==> src/rtl/core/crpe_pkg.sv <==
// Package for the command/poll/retry engine: item and result layouts,
// command, reply, action, error and phase codes, and a saturating counter helper.
// No dependencies.
`timescale 1ns / 1ps

package crpe_pkg;

	localparam int BTN_W      = 3;
	localparam int BTN_STATES_W = 12;
	localparam int MAX_ERR_W  = 8;
	localparam int TICKS_W    = 16;
	localparam int CFG_IDX_W  = 2;
	localparam int CFG_DATA_W = 16;
	localparam int IN_TDATA_W = 8;
	localparam int OUT_TDATA_W = 24;

	typedef enum logic [1:0] {
		CMD_TICK   = 2'd0,
		CMD_SUBMIT = 2'd1,
		CMD_REPLY  = 2'd2,
		CMD_NONE   = 2'd3
	} crpe_cmd_t;

	localparam logic [2:0] RPL_ACK      = 3'd0;
	localparam logic [2:0] RPL_NAK      = 3'd1;
	localparam logic [2:0] RPL_BUSY     = 3'd2;
	localparam logic [2:0] RPL_READY    = 3'd3;
	localparam logic [2:0] RPL_PRESSED  = 3'd4;
	localparam logic [2:0] RPL_RELEASED = 3'd5;

	localparam logic [2:0] ACT_NONE  = 3'd0;
	localparam logic [2:0] ACT_USER  = 3'd1;
	localparam logic [2:0] ACT_QUERY = 3'd2;
	localparam logic [2:0] ACT_READ  = 3'd3;
	localparam logic [2:0] ACT_ERROR = 3'd4;

	localparam logic [3:0] ERR_OK          = 4'd0;
	localparam logic [3:0] ERR_USR_NAK     = 4'd1;
	localparam logic [3:0] ERR_USR_READY   = 4'd2;
	localparam logic [3:0] ERR_USR_BUSY    = 4'd3;
	localparam logic [3:0] ERR_USR_UNKNOWN = 4'd4;
	localparam logic [3:0] ERR_USR_TIMEOUT = 4'd5;
	localparam logic [3:0] ERR_QRY_ACK     = 4'd6;
	localparam logic [3:0] ERR_QRY_NAK     = 4'd7;
	localparam logic [3:0] ERR_QRY_READY   = 4'd8;
	localparam logic [3:0] ERR_QRY_BUSY    = 4'd9;
	localparam logic [3:0] ERR_QRY_UNKNOWN = 4'd10;
	localparam logic [3:0] ERR_QRY_TIMEOUT = 4'd11;

	localparam logic [1:0] BS_UNKNOWN  = 2'd0;
	localparam logic [1:0] BS_RELEASED = 2'd1;
	localparam logic [1:0] BS_PRESSED  = 2'd2;

	localparam logic [CFG_IDX_W-1:0] REG_MAX_ERRORS = 2'd0;
	localparam logic [CFG_IDX_W-1:0] REG_POLL_DELAY = 2'd1;
	localparam logic [CFG_IDX_W-1:0] REG_TIMEOUT    = 2'd2;

	typedef enum logic [3:0] {
		PH_SEND  = 4'b0001,
		PH_POLL  = 4'b0010,
		PH_CHECK = 4'b0100,
		PH_ERROR = 4'b1000
	} crpe_phase_t;

	typedef struct packed {
		logic [BTN_W-1:0] reply_button;
		logic [2:0]       reply_class;
		logic [1:0]       command;
	} crpe_item_t;

	typedef struct packed {
		logic [BTN_STATES_W-1:0] button_states;
		logic [3:0]              error_code;
		logic                    cmd_taken;
		logic                    ready_res;
		logic [BTN_W-1:0]        query_button;
		logic [2:0]              action;
	} crpe_result_t;

	typedef struct packed {
		logic [MAX_ERR_W-1:0] max_errors;
		logic [TICKS_W-1:0]   poll_delay_ticks;
		logic [TICKS_W-1:0]   timeout_ticks;
	} crpe_cfg_t;

	function automatic logic [MAX_ERR_W-1:0] sat_inc(input logic [MAX_ERR_W-1:0] c);
		sat_inc = (c == '1) ? c : c + MAX_ERR_W'(1);
	endfunction

endpackage

==> src/rtl/core/crpe_engine.sv <==
// Engine state registers and next-state logic: one item is applied per enabled cycle.
// Depends on crpe_pkg.
`timescale 1ns / 1ps

module crpe_engine #(
	parameter int NUM_BUTTONS = 6
) (
	input  logic                clk,
	input  logic                arst_n,
	input  logic                step_en,
	input  crpe_pkg::crpe_item_t item,
	input  crpe_pkg::crpe_cfg_t  cfg,
	output crpe_pkg::crpe_result_t res
);

	crpe_pkg::crpe_phase_t phase_q, phase_d;
	logic                             user_pend_q, user_pend_d;
	logic                             qry_pend_q, qry_pend_d;
	logic                             ready_q, ready_d;
	logic [crpe_pkg::TICKS_W-1:0]     timer_q, timer_d;
	logic [crpe_pkg::MAX_ERR_W-1:0]   ufail_q, ufail_d;
	logic [crpe_pkg::MAX_ERR_W-1:0]   qfail_q, qfail_d;
	logic [crpe_pkg::BTN_W-1:0]       qidx_q, qidx_d, qidx_inc;
	logic [1:0]                       store_q [NUM_BUTTONS];
	logic [1:0]                       store_d [NUM_BUTTONS];
	logic [3:0]                       err_q, err_d;
	logic [1:0]                       estep_q, estep_d;

	logic                             user_active, is_button, clr_query;
	logic [crpe_pkg::MAX_ERR_W-1:0]   fail_new;
	logic [2:0]                       act;
	logic [crpe_pkg::BTN_W-1:0]       qbtn;
	logic                             taken;
	logic [crpe_pkg::BTN_STATES_W-1:0] packed_bs;

	assign user_active = user_pend_q && !qry_pend_q;
	assign is_button = (item.reply_class == crpe_pkg::RPL_PRESSED
		|| item.reply_class == crpe_pkg::RPL_RELEASED)
		&& (item.reply_button < crpe_pkg::BTN_W'(NUM_BUTTONS));
	assign qidx_inc = qidx_q + crpe_pkg::BTN_W'(1);

	always_comb begin
		phase_d     = phase_q;
		user_pend_d = user_pend_q;
		qry_pend_d  = qry_pend_q;
		ready_d     = ready_q;
		timer_d     = timer_q;
		ufail_d     = ufail_q;
		qfail_d     = qfail_q;
		qidx_d      = qidx_q;
		err_d       = err_q;
		estep_d     = estep_q;
		store_d     = store_q;
		act         = crpe_pkg::ACT_NONE;
		qbtn        = '0;
		taken       = 1'b0;
		clr_query   = 1'b0;
		fail_new    = '0;

		unique case (item.command)
			crpe_pkg::CMD_TICK: begin
				unique case (phase_q)
					crpe_pkg::PH_SEND: begin
						if (user_active) begin
							act = crpe_pkg::ACT_USER;
						end else begin
							act  = crpe_pkg::ACT_QUERY;
							qbtn = qidx_q;
						end
						ready_d = 1'b0;
						timer_d = '0;
						phase_d = crpe_pkg::PH_POLL;
					end
					crpe_pkg::PH_POLL: begin
						if (timer_q >= cfg.poll_delay_ticks) begin
							timer_d = '0;
							phase_d = crpe_pkg::PH_CHECK;
							act     = crpe_pkg::ACT_READ;
						end else begin
							timer_d = timer_q + crpe_pkg::TICKS_W'(1);
						end
					end
					crpe_pkg::PH_CHECK: begin
						if (timer_q < cfg.timeout_ticks) begin
							timer_d = timer_q + crpe_pkg::TICKS_W'(1);
						end else if (user_active) begin
							fail_new = crpe_pkg::sat_inc(ufail_q);
							ufail_d  = fail_new;
							if (fail_new < cfg.max_errors) begin
								phase_d = crpe_pkg::PH_SEND;
							end else begin
								err_d   = crpe_pkg::ERR_USR_TIMEOUT;
								phase_d = crpe_pkg::PH_ERROR;
							end
						end else begin
							clr_query = 1'b1;
							fail_new  = crpe_pkg::sat_inc(qfail_q);
							qfail_d   = fail_new;
							if (fail_new < cfg.max_errors) begin
								phase_d = crpe_pkg::PH_SEND;
							end else begin
								err_d   = crpe_pkg::ERR_QRY_TIMEOUT;
								phase_d = crpe_pkg::PH_ERROR;
							end
						end
					end
					default: begin
						if (estep_q == 2'd0) begin
							estep_d = 2'd1;
						end else if (estep_q == 2'd1) begin
							estep_d = 2'd2;
							act     = crpe_pkg::ACT_ERROR;
						end
					end
				endcase
			end
			crpe_pkg::CMD_SUBMIT: begin
				if (ready_q) begin
					user_pend_d = 1'b1;
					taken       = 1'b1;
				end
			end
			crpe_pkg::CMD_REPLY: begin
				if (phase_q == crpe_pkg::PH_CHECK) begin
					if (user_active) begin
						if (item.reply_class == crpe_pkg::RPL_ACK) begin
							ufail_d     = '0;
							user_pend_d = 1'b0;
							qry_pend_d  = 1'b1;
							phase_d     = crpe_pkg::PH_SEND;
						end else begin
							fail_new = crpe_pkg::sat_inc(ufail_q);
							ufail_d  = fail_new;
							if (fail_new < cfg.max_errors) begin
								if (item.reply_class == crpe_pkg::RPL_BUSY) begin
									timer_d = '0;
									phase_d = crpe_pkg::PH_POLL;
								end else begin
									phase_d = crpe_pkg::PH_SEND;
								end
							end else begin
								phase_d = crpe_pkg::PH_ERROR;
								priority case (item.reply_class)
									crpe_pkg::RPL_NAK:   err_d = crpe_pkg::ERR_USR_NAK;
									crpe_pkg::RPL_READY: err_d = crpe_pkg::ERR_USR_READY;
									crpe_pkg::RPL_BUSY:  err_d = crpe_pkg::ERR_USR_BUSY;
									default:             err_d = crpe_pkg::ERR_USR_UNKNOWN;
								endcase
							end
						end
					end else if (is_button) begin
						for (int i = 0; i < NUM_BUTTONS; i++) begin
							if (item.reply_button == crpe_pkg::BTN_W'(i))
								store_d[i] = (item.reply_class == crpe_pkg::RPL_PRESSED)
									? crpe_pkg::BS_PRESSED : crpe_pkg::BS_RELEASED;
						end
						qfail_d = '0;
						if (qry_pend_q) begin
							qry_pend_d = 1'b0;
							ready_d    = 1'b1;
						end else if (!user_pend_q) begin
							ready_d = 1'b1;
						end
						qidx_d  = (qidx_inc >= crpe_pkg::BTN_W'(NUM_BUTTONS)) ? '0 : qidx_inc;
						phase_d = crpe_pkg::PH_SEND;
					end else begin
						clr_query = 1'b1;
						fail_new  = crpe_pkg::sat_inc(qfail_q);
						qfail_d   = fail_new;
						if (fail_new < cfg.max_errors) begin
							if (item.reply_class == crpe_pkg::RPL_BUSY) begin
								timer_d = '0;
								phase_d = crpe_pkg::PH_POLL;
							end else begin
								phase_d = crpe_pkg::PH_SEND;
							end
						end else begin
							phase_d = crpe_pkg::PH_ERROR;
							priority case (item.reply_class)
								crpe_pkg::RPL_ACK:   err_d = crpe_pkg::ERR_QRY_ACK;
								crpe_pkg::RPL_NAK:   err_d = crpe_pkg::ERR_QRY_NAK;
								crpe_pkg::RPL_READY: err_d = crpe_pkg::ERR_QRY_READY;
								crpe_pkg::RPL_BUSY:  err_d = crpe_pkg::ERR_QRY_BUSY;
								default:             err_d = crpe_pkg::ERR_QRY_UNKNOWN;
							endcase
						end
					end
				end
			end
			default: ;
		endcase

		// failed query marks the queried button unknown
		if (clr_query) begin
			for (int i = 0; i < NUM_BUTTONS; i++) begin
				if (qidx_q == crpe_pkg::BTN_W'(i))
					store_d[i] = crpe_pkg::BS_UNKNOWN;
			end
		end
	end

	always_comb begin
		packed_bs = '0;
		for (int i = 0; i < NUM_BUTTONS; i++)
			packed_bs[2*i +: 2] = store_d[i];
	end

	assign res.action        = act;
	assign res.query_button  = qbtn;
	assign res.ready_res     = ready_d;
	assign res.cmd_taken     = taken;
	assign res.error_code    = err_d;
	assign res.button_states = packed_bs;

	always_ff @(posedge clk or negedge arst_n) begin
		if (!arst_n) begin
			phase_q     <= crpe_pkg::PH_SEND;
			user_pend_q <= 1'b0;
			qry_pend_q  <= 1'b0;
			ready_q     <= 1'b1;
			timer_q     <= '0;
			ufail_q     <= '0;
			qfail_q     <= '0;
			qidx_q      <= '0;
			err_q       <= crpe_pkg::ERR_OK;
			estep_q     <= '0;
			for (int i = 0; i < NUM_BUTTONS; i++)
				store_q[i] <= crpe_pkg::BS_UNKNOWN;
		end else if (step_en) begin
			phase_q     <= phase_d;
			user_pend_q <= user_pend_d;
			qry_pend_q  <= qry_pend_d;
			ready_q     <= ready_d;
			timer_q     <= timer_d;
			ufail_q     <= ufail_d;
			qfail_q     <= qfail_d;
			qidx_q      <= qidx_d;
			err_q       <= err_d;
			estep_q     <= estep_d;
			store_q     <= store_d;
		end
	end

endmodule

==> src/rtl/core/crpe_out_reg.sv <==
// Result register of the engine: holds one result item until the sink takes it.
// Depends on crpe_pkg.
`timescale 1ns / 1ps

module crpe_out_reg (
	input  logic                  clk,
	input  logic                  arst_n,
	input  logic                  load_en,
	input  logic                  load_valid,
	input  crpe_pkg::crpe_result_t load_res,
	output logic                  out_valid,
	output crpe_pkg::crpe_result_t out_res
);

	logic                   valid_q;
	crpe_pkg::crpe_result_t res_q;

	always_ff @(posedge clk or negedge arst_n) begin
		if (!arst_n) begin
			valid_q <= 1'b0;
		end else if (load_en) begin
			valid_q <= load_valid;
		end
	end

	always_ff @(posedge clk) begin
		if (load_en && load_valid) begin
			res_q <= load_res;
		end
	end

	assign out_valid = valid_q;
	assign out_res   = res_q;

endmodule

==> src/rtl/core/command_poll_retry_engine_core.sv <==
// Command/poll/retry engine for a module that answers with one status byte.
// Depends on crpe_pkg, crpe_engine and crpe_out_reg.
//
// One input item (tick, user submit or classified reply byte) is taken every clock cycle while
// s_axis_tready is high and gives exactly one result item, presented on the result port after
// it passes an input register, then the state update of the engine, then a result register.
// s_axis_tready falls only while both the input register and the result register are full
// and m_axis_tready is low. Configuration writes take effect on the next item.
`timescale 1ns / 1ps

module command_poll_retry_engine_core #(
	parameter int NUM_BUTTONS = 6
) (
	input  logic                              clk,
	input  logic                              arst_n,
	input  logic                              cfg_we,
	input  logic [crpe_pkg::CFG_IDX_W-1:0]    cfg_index,
	input  logic [crpe_pkg::CFG_DATA_W-1:0]   cfg_data,
	input  logic                              s_axis_tvalid,
	output logic                              s_axis_tready,
	// command [1:0], reply_class [4:2], reply_button [7:5]
	input  logic [crpe_pkg::IN_TDATA_W-1:0]   s_axis_tdata,
	output logic                              m_axis_tvalid,
	input  logic                              m_axis_tready,
	// action [2:0], query_button [5:3], ready_res [6], cmd_taken [7],
	// error_code [11:8], button_states [23:12]
	output logic [crpe_pkg::OUT_TDATA_W-1:0]  m_axis_tdata
);

	crpe_pkg::crpe_cfg_t    cfg_q;
	crpe_pkg::crpe_item_t   item_s1;
	logic                   valid_s1;
	logic                   adv;
	crpe_pkg::crpe_result_t step_res;
	crpe_pkg::crpe_result_t out_res;

	always_ff @(posedge clk or negedge arst_n) begin
		if (!arst_n) begin
			cfg_q.max_errors       <= 8'd5;
			cfg_q.poll_delay_ticks <= 16'd5;
			cfg_q.timeout_ticks    <= 16'd100;
		end else if (cfg_we) begin
			unique case (cfg_index)
				crpe_pkg::REG_MAX_ERRORS:
					cfg_q.max_errors <= cfg_data[crpe_pkg::MAX_ERR_W-1:0];
				crpe_pkg::REG_POLL_DELAY: cfg_q.poll_delay_ticks <= cfg_data;
				crpe_pkg::REG_TIMEOUT:    cfg_q.timeout_ticks <= cfg_data;
				default: ;
			endcase
		end
	end

	assign adv           = !m_axis_tvalid || m_axis_tready;
	assign s_axis_tready = !valid_s1 || adv;

	always_ff @(posedge clk or negedge arst_n) begin
		if (!arst_n) begin
			valid_s1 <= 1'b0;
		end else if (s_axis_tready) begin
			valid_s1 <= s_axis_tvalid;
		end
	end

	always_ff @(posedge clk) begin
		if (s_axis_tready && s_axis_tvalid) begin
			item_s1 <= crpe_pkg::crpe_item_t'(s_axis_tdata);
		end
	end

	crpe_engine #(
		.NUM_BUTTONS(NUM_BUTTONS)
	) u_engine (
		.clk     (clk),
		.arst_n  (arst_n),
		.step_en (valid_s1 && adv),
		.item    (item_s1),
		.cfg     (cfg_q),
		.res     (step_res)
	);

	crpe_out_reg u_out_reg (
		.clk        (clk),
		.arst_n     (arst_n),
		.load_en    (adv),
		.load_valid (valid_s1),
		.load_res   (step_res),
		.out_valid  (m_axis_tvalid),
		.out_res    (out_res)
	);

	assign m_axis_tdata = out_res;

	a_stall_only_when_full: assert property (@(posedge clk) disable iff (!arst_n)
		!s_axis_tready |-> (valid_s1 && m_axis_tvalid && !m_axis_tready))
		else $error("input stalled while a stage was free");

	a_error_event_has_code: assert property (@(posedge clk) disable iff (!arst_n)
		(m_axis_tvalid && out_res.action == crpe_pkg::ACT_ERROR)
		|-> (out_res.error_code != crpe_pkg::ERR_OK))
		else $error("error event without a latched error code");

	a_taken_implies_ready: assert property (@(posedge clk) disable iff (!arst_n)
		(m_axis_tvalid && out_res.cmd_taken) |-> (out_res.ready_res
		&& out_res.action == crpe_pkg::ACT_NONE))
		else $error("user command taken while not ready");

	a_result_follows_item: assert property (@(posedge clk) disable iff (!arst_n)
		(valid_s1 && adv) |=> m_axis_tvalid)
		else $error("engine step lost its result");

endmodule

==> config.mk <==
export PLATFORM = sky130hd
export DESIGN_NAME = command_poll_retry_engine_core
export DESIGN_NICKNAME = d
export VERILOG_FILES = /design/src/rtl/core/crpe_pkg.sv /design/src/rtl/core/crpe_engine.sv /design/src/rtl/core/crpe_out_reg.sv /design/src/rtl/core/command_poll_retry_engine_core.sv
export SDC_FILE = /design/constraint.sdc
export NUM_CORES = 1
export LEC_CHECK = 0
export BUFFER_PORTS_ARGS = -buffer_cell sky130_fd_sc_hd__buf_2
export CAP_MARGIN = 20
export CORE_MARGIN = 2
export CORE_UTILIZATION = 55
export CTS_BUF_LIST = sky130_fd_sc_hd__clkbuf_4 sky130_fd_sc_hd__clkbuf_8 sky130_fd_sc_hd__clkbuf_16
export DETAILED_ROUTE_END_ITERATION = 16
export PLACE_DENSITY = 0.74
export SLEW_MARGIN = 20
export SYNTH_ARGS = -nofsm -noshare
export SYNTH_HDL_FRONTEND = slang
export SYNTH_SLANG_ARGS = --single-unit
==> constraint.sdc <==
create_clock -name clk -period 5.4 [get_ports clk]
set_input_delay 1.08 -clock clk [delete_from_list [all_inputs] [get_ports clk]]
set_output_delay 1.08 -clock clk [all_outputs]
set_load 0.02 [all_outputs]
==> reports/results.txt <==
Core Rows - 43
register-to-register setup slack - 1.45 ns
Critical Path Fanout Max - 14
Fmax achieved - 253 MHz
Place WS - 1.53 ns
Root Driver - clkbuf_16
CP Data Required Time - 5.68 ns
1st-iter DRT viols - 448
Final Worst Setup Slack - 1.45 ns
top_reg_cell synth - dfrtp_1
Synth-to-Final Area Change - 13.9%
Post-DP HPWL - 13.1 mm
Avg WL per Cell - 17.1 microns
WHS - 0.479 ns
antenna viol nets, final - 0
CTS Buf Count - 17
Worst setup SP type - flop
sequential share of the synthesized area - 45.9%
Post-synth ARST share - 76.1%
share of cells above drive strength 1 - 17.9%
Synth Instances - 787
Worst-Margin Slew - 0.924 ns
HP Class - reg -> reg
CTS Buffer Depth - 2
unrepaired setup endpoints after global routing - false
crit end category - flop
P per Cell Area - 312 nW/um^2
Synth top cells by count - 93 x dfrtp_1, 78 x nand2_1, 56 x inv_1
GPL Wtd Cong - 0.935
vias in the first global route - 6180
Hold Vio Cnt, Final - 0
die area - 14900 sq um
post-layout min period - 3.95 ns
antenna violations before repair - 0
postcts setup bufs - 0
GR Util All Layers - 26.0%
first-pass GRT wire length - 30.1 mm
num ports - 57
Clock Latency Late Sink - 0.43 ns
H-tree Lvls - 4
Slew headroom - 38.3%
most crowded layer after global routing - met2
crit path kind - reg -> reg
cell taking the most area after synthesis - dfrtp_1
total of max-cap violations - 0
GR Util met2 - 43.4%
count of input and output buffers - 56
CTS tree - yes
M1 GR Usage - 34.1%
Clock transition at path regs - 0.06 ns
outcome - finished clean
total number of vias - 6239
synth top area cells - dfrtp_1 30%, edfxtp_1 13%, ha_1 8.8%, mux2_2 5.3%, nand2_1 3.8%
leak pwr - 3.98 nW
final worst path period share - 73.1%
Netlist cell types - 66
crit path DAT - 4.22 ns
Final Util - 63.6%
YS warnings - 0
largest net degree at the start of global routing - 70
Final setup viols - 0
share of the synthesized area in the top cell type - 30.3%
CTS Hold Bufs - 0
Synthesized Nets - 872
drt drc - 0
Via density - 6.02
total grt overflow - 0
Placed Instances - 1004
Layout Skew - 0.00802 ns
met3 Resource Use GR - 5.57%
Die Ht - 122 microns
synthesized area per cell - 9.76 sq um
pins over their slew limit - 0
drt first pass iters - 5
Ant. Diodes - 0
CORE AREA - 13800 sq um
width of the die - 122 microns
final instance area - 8750 sq um
setup_tns - 0 ns
Cell Area, Synth - 7680 sq um
#FFs+latches synth - 134
Peak VDD IR - 0.000400 V
Post-synth EDFFs - 32
clk sinks - 134
Cell Count, Final, Fillers Out - 1036
Layout Nets - 928
count leader, synth - dfrtp_1
PostCTS Resize Cnt - 0
total power - 2.73 mW
DP Area - 8120 sq um
initial core utilization - 55.8%
detailed-route wire length - 17.7 mm
==> worst max-delay path: stages, from the launching register on <==
cell and delay (ns):
dfrtp_1 0.43, ha_1 0.28, nand3_1 0.20, or2_2 0.39
nand2_1 0.09, nand2_1 0.07, ha_1 0.19, nor3b_1 0.32
o2111ai_1 0.17, o21ai_1 0.15, o21ai_1 0.18, o22ai_1 0.38
a21oi_1 0.21, nor2_2 0.54, a31oi_1 0.18
==> area by class of cell <==
cell class / instances / area (sq um)
inverter: 57 / 214
sequential: 134 / 3520
multi-input combinational: 573 / 3850
timing repair buffer: 60 / 313
clock inverter: 13 / 170
clock buffer: 19 / 458
tap: 180 / 225
fill: 1121 / 5020
==> report_power, final <==
group	total, mW	switching [mW]	internal (mW)	leakage (nW)
clock network	1.22	0.456	0.764	0.312
registers	1.18	0.0471	1.13	1.59
logic	0.338	0.201	0.137	2.08
total	2.73	0.704	2.03	3.98
==> metal layers <==
metal  vias to the layer above  routed length, microns
met5                         -                       0
met4                         0                     262
met3                        25                     912
met2                       183                    8820
met1                      3038                    7730
li1                       2993                       -
==> final timing paths <==
kind | depth (start not counted) | start | end
max | 14 | u_engine.qfail_q[0] | u_engine.timer_q[3]
min in group asynchronous | 1 | arst_n | u_engine.store_q[11]
min | 1 | u_engine.estep_q[0] | u_engine.estep_q[0]
max in group asynchronous | 2 | arst_n | u_engine.phase_q[0]
max reg2reg | 14 | u_engine.qfail_q[0] | u_engine.timer_q[3]
min reg2reg | 1 | u_engine.estep_q[0] | u_engine.estep_q[0]
==> flip-flops by register name (all words and copies together), names as in the netlist, 4 cells and up <==
register           count
cfg_q                 40
item_s1                8
u_engine.err_q         4
u_engine.phase_q       4
u_engine.qfail_q       8
u_engine.store_q      12
u_engine.timer_q      16
u_engine.ufail_q       8
u_out_reg.out_res     24
==> logic make-up (layout without fill, tap and decap cells) <==
logic type / count (synthesis) / count (layout) / share of synthesized area, %
AOI/OAI and AO/OA: 196 / 196 / 16.1
xor gates and xnor gates: 11 / 11 / 1.25
adders and majority gates: 54 / 54 / 8.79
buffers and inverters: 80 / 149 / 4.05
DFF: 134 / 134 / 45.9
muxes: 43 / 43 / 6.19
and+or+nand+nor: 269 / 269 / 17.8
==> cells in the final DEF, fill, tap and decap left out, drive strengths merged, types with 7 or more instances in the layout <==
cell,Yosys,layout
and3,19,19
nand4,9,9
a211oi,8,8
a21o,7,7
nor3,13,13
clkbuf,19,19
nor2b,7,7
nand3,37,37
nand2b,16,16
a31oi,19,19
mux2,36,36
inv,56,59
buf,4,60
mux2i,7,7
nand2,78,78
o21ai,54,54
edfxtp,32,32
o211ai,7,7
o21a,9,9
nor2,54,54
a21oi,51,51
dfrtp,93,93
dfstp,9,9
clkinv,1,8
ha,54,54
xnor2,9,9
(Power assumes the default switching activity.)
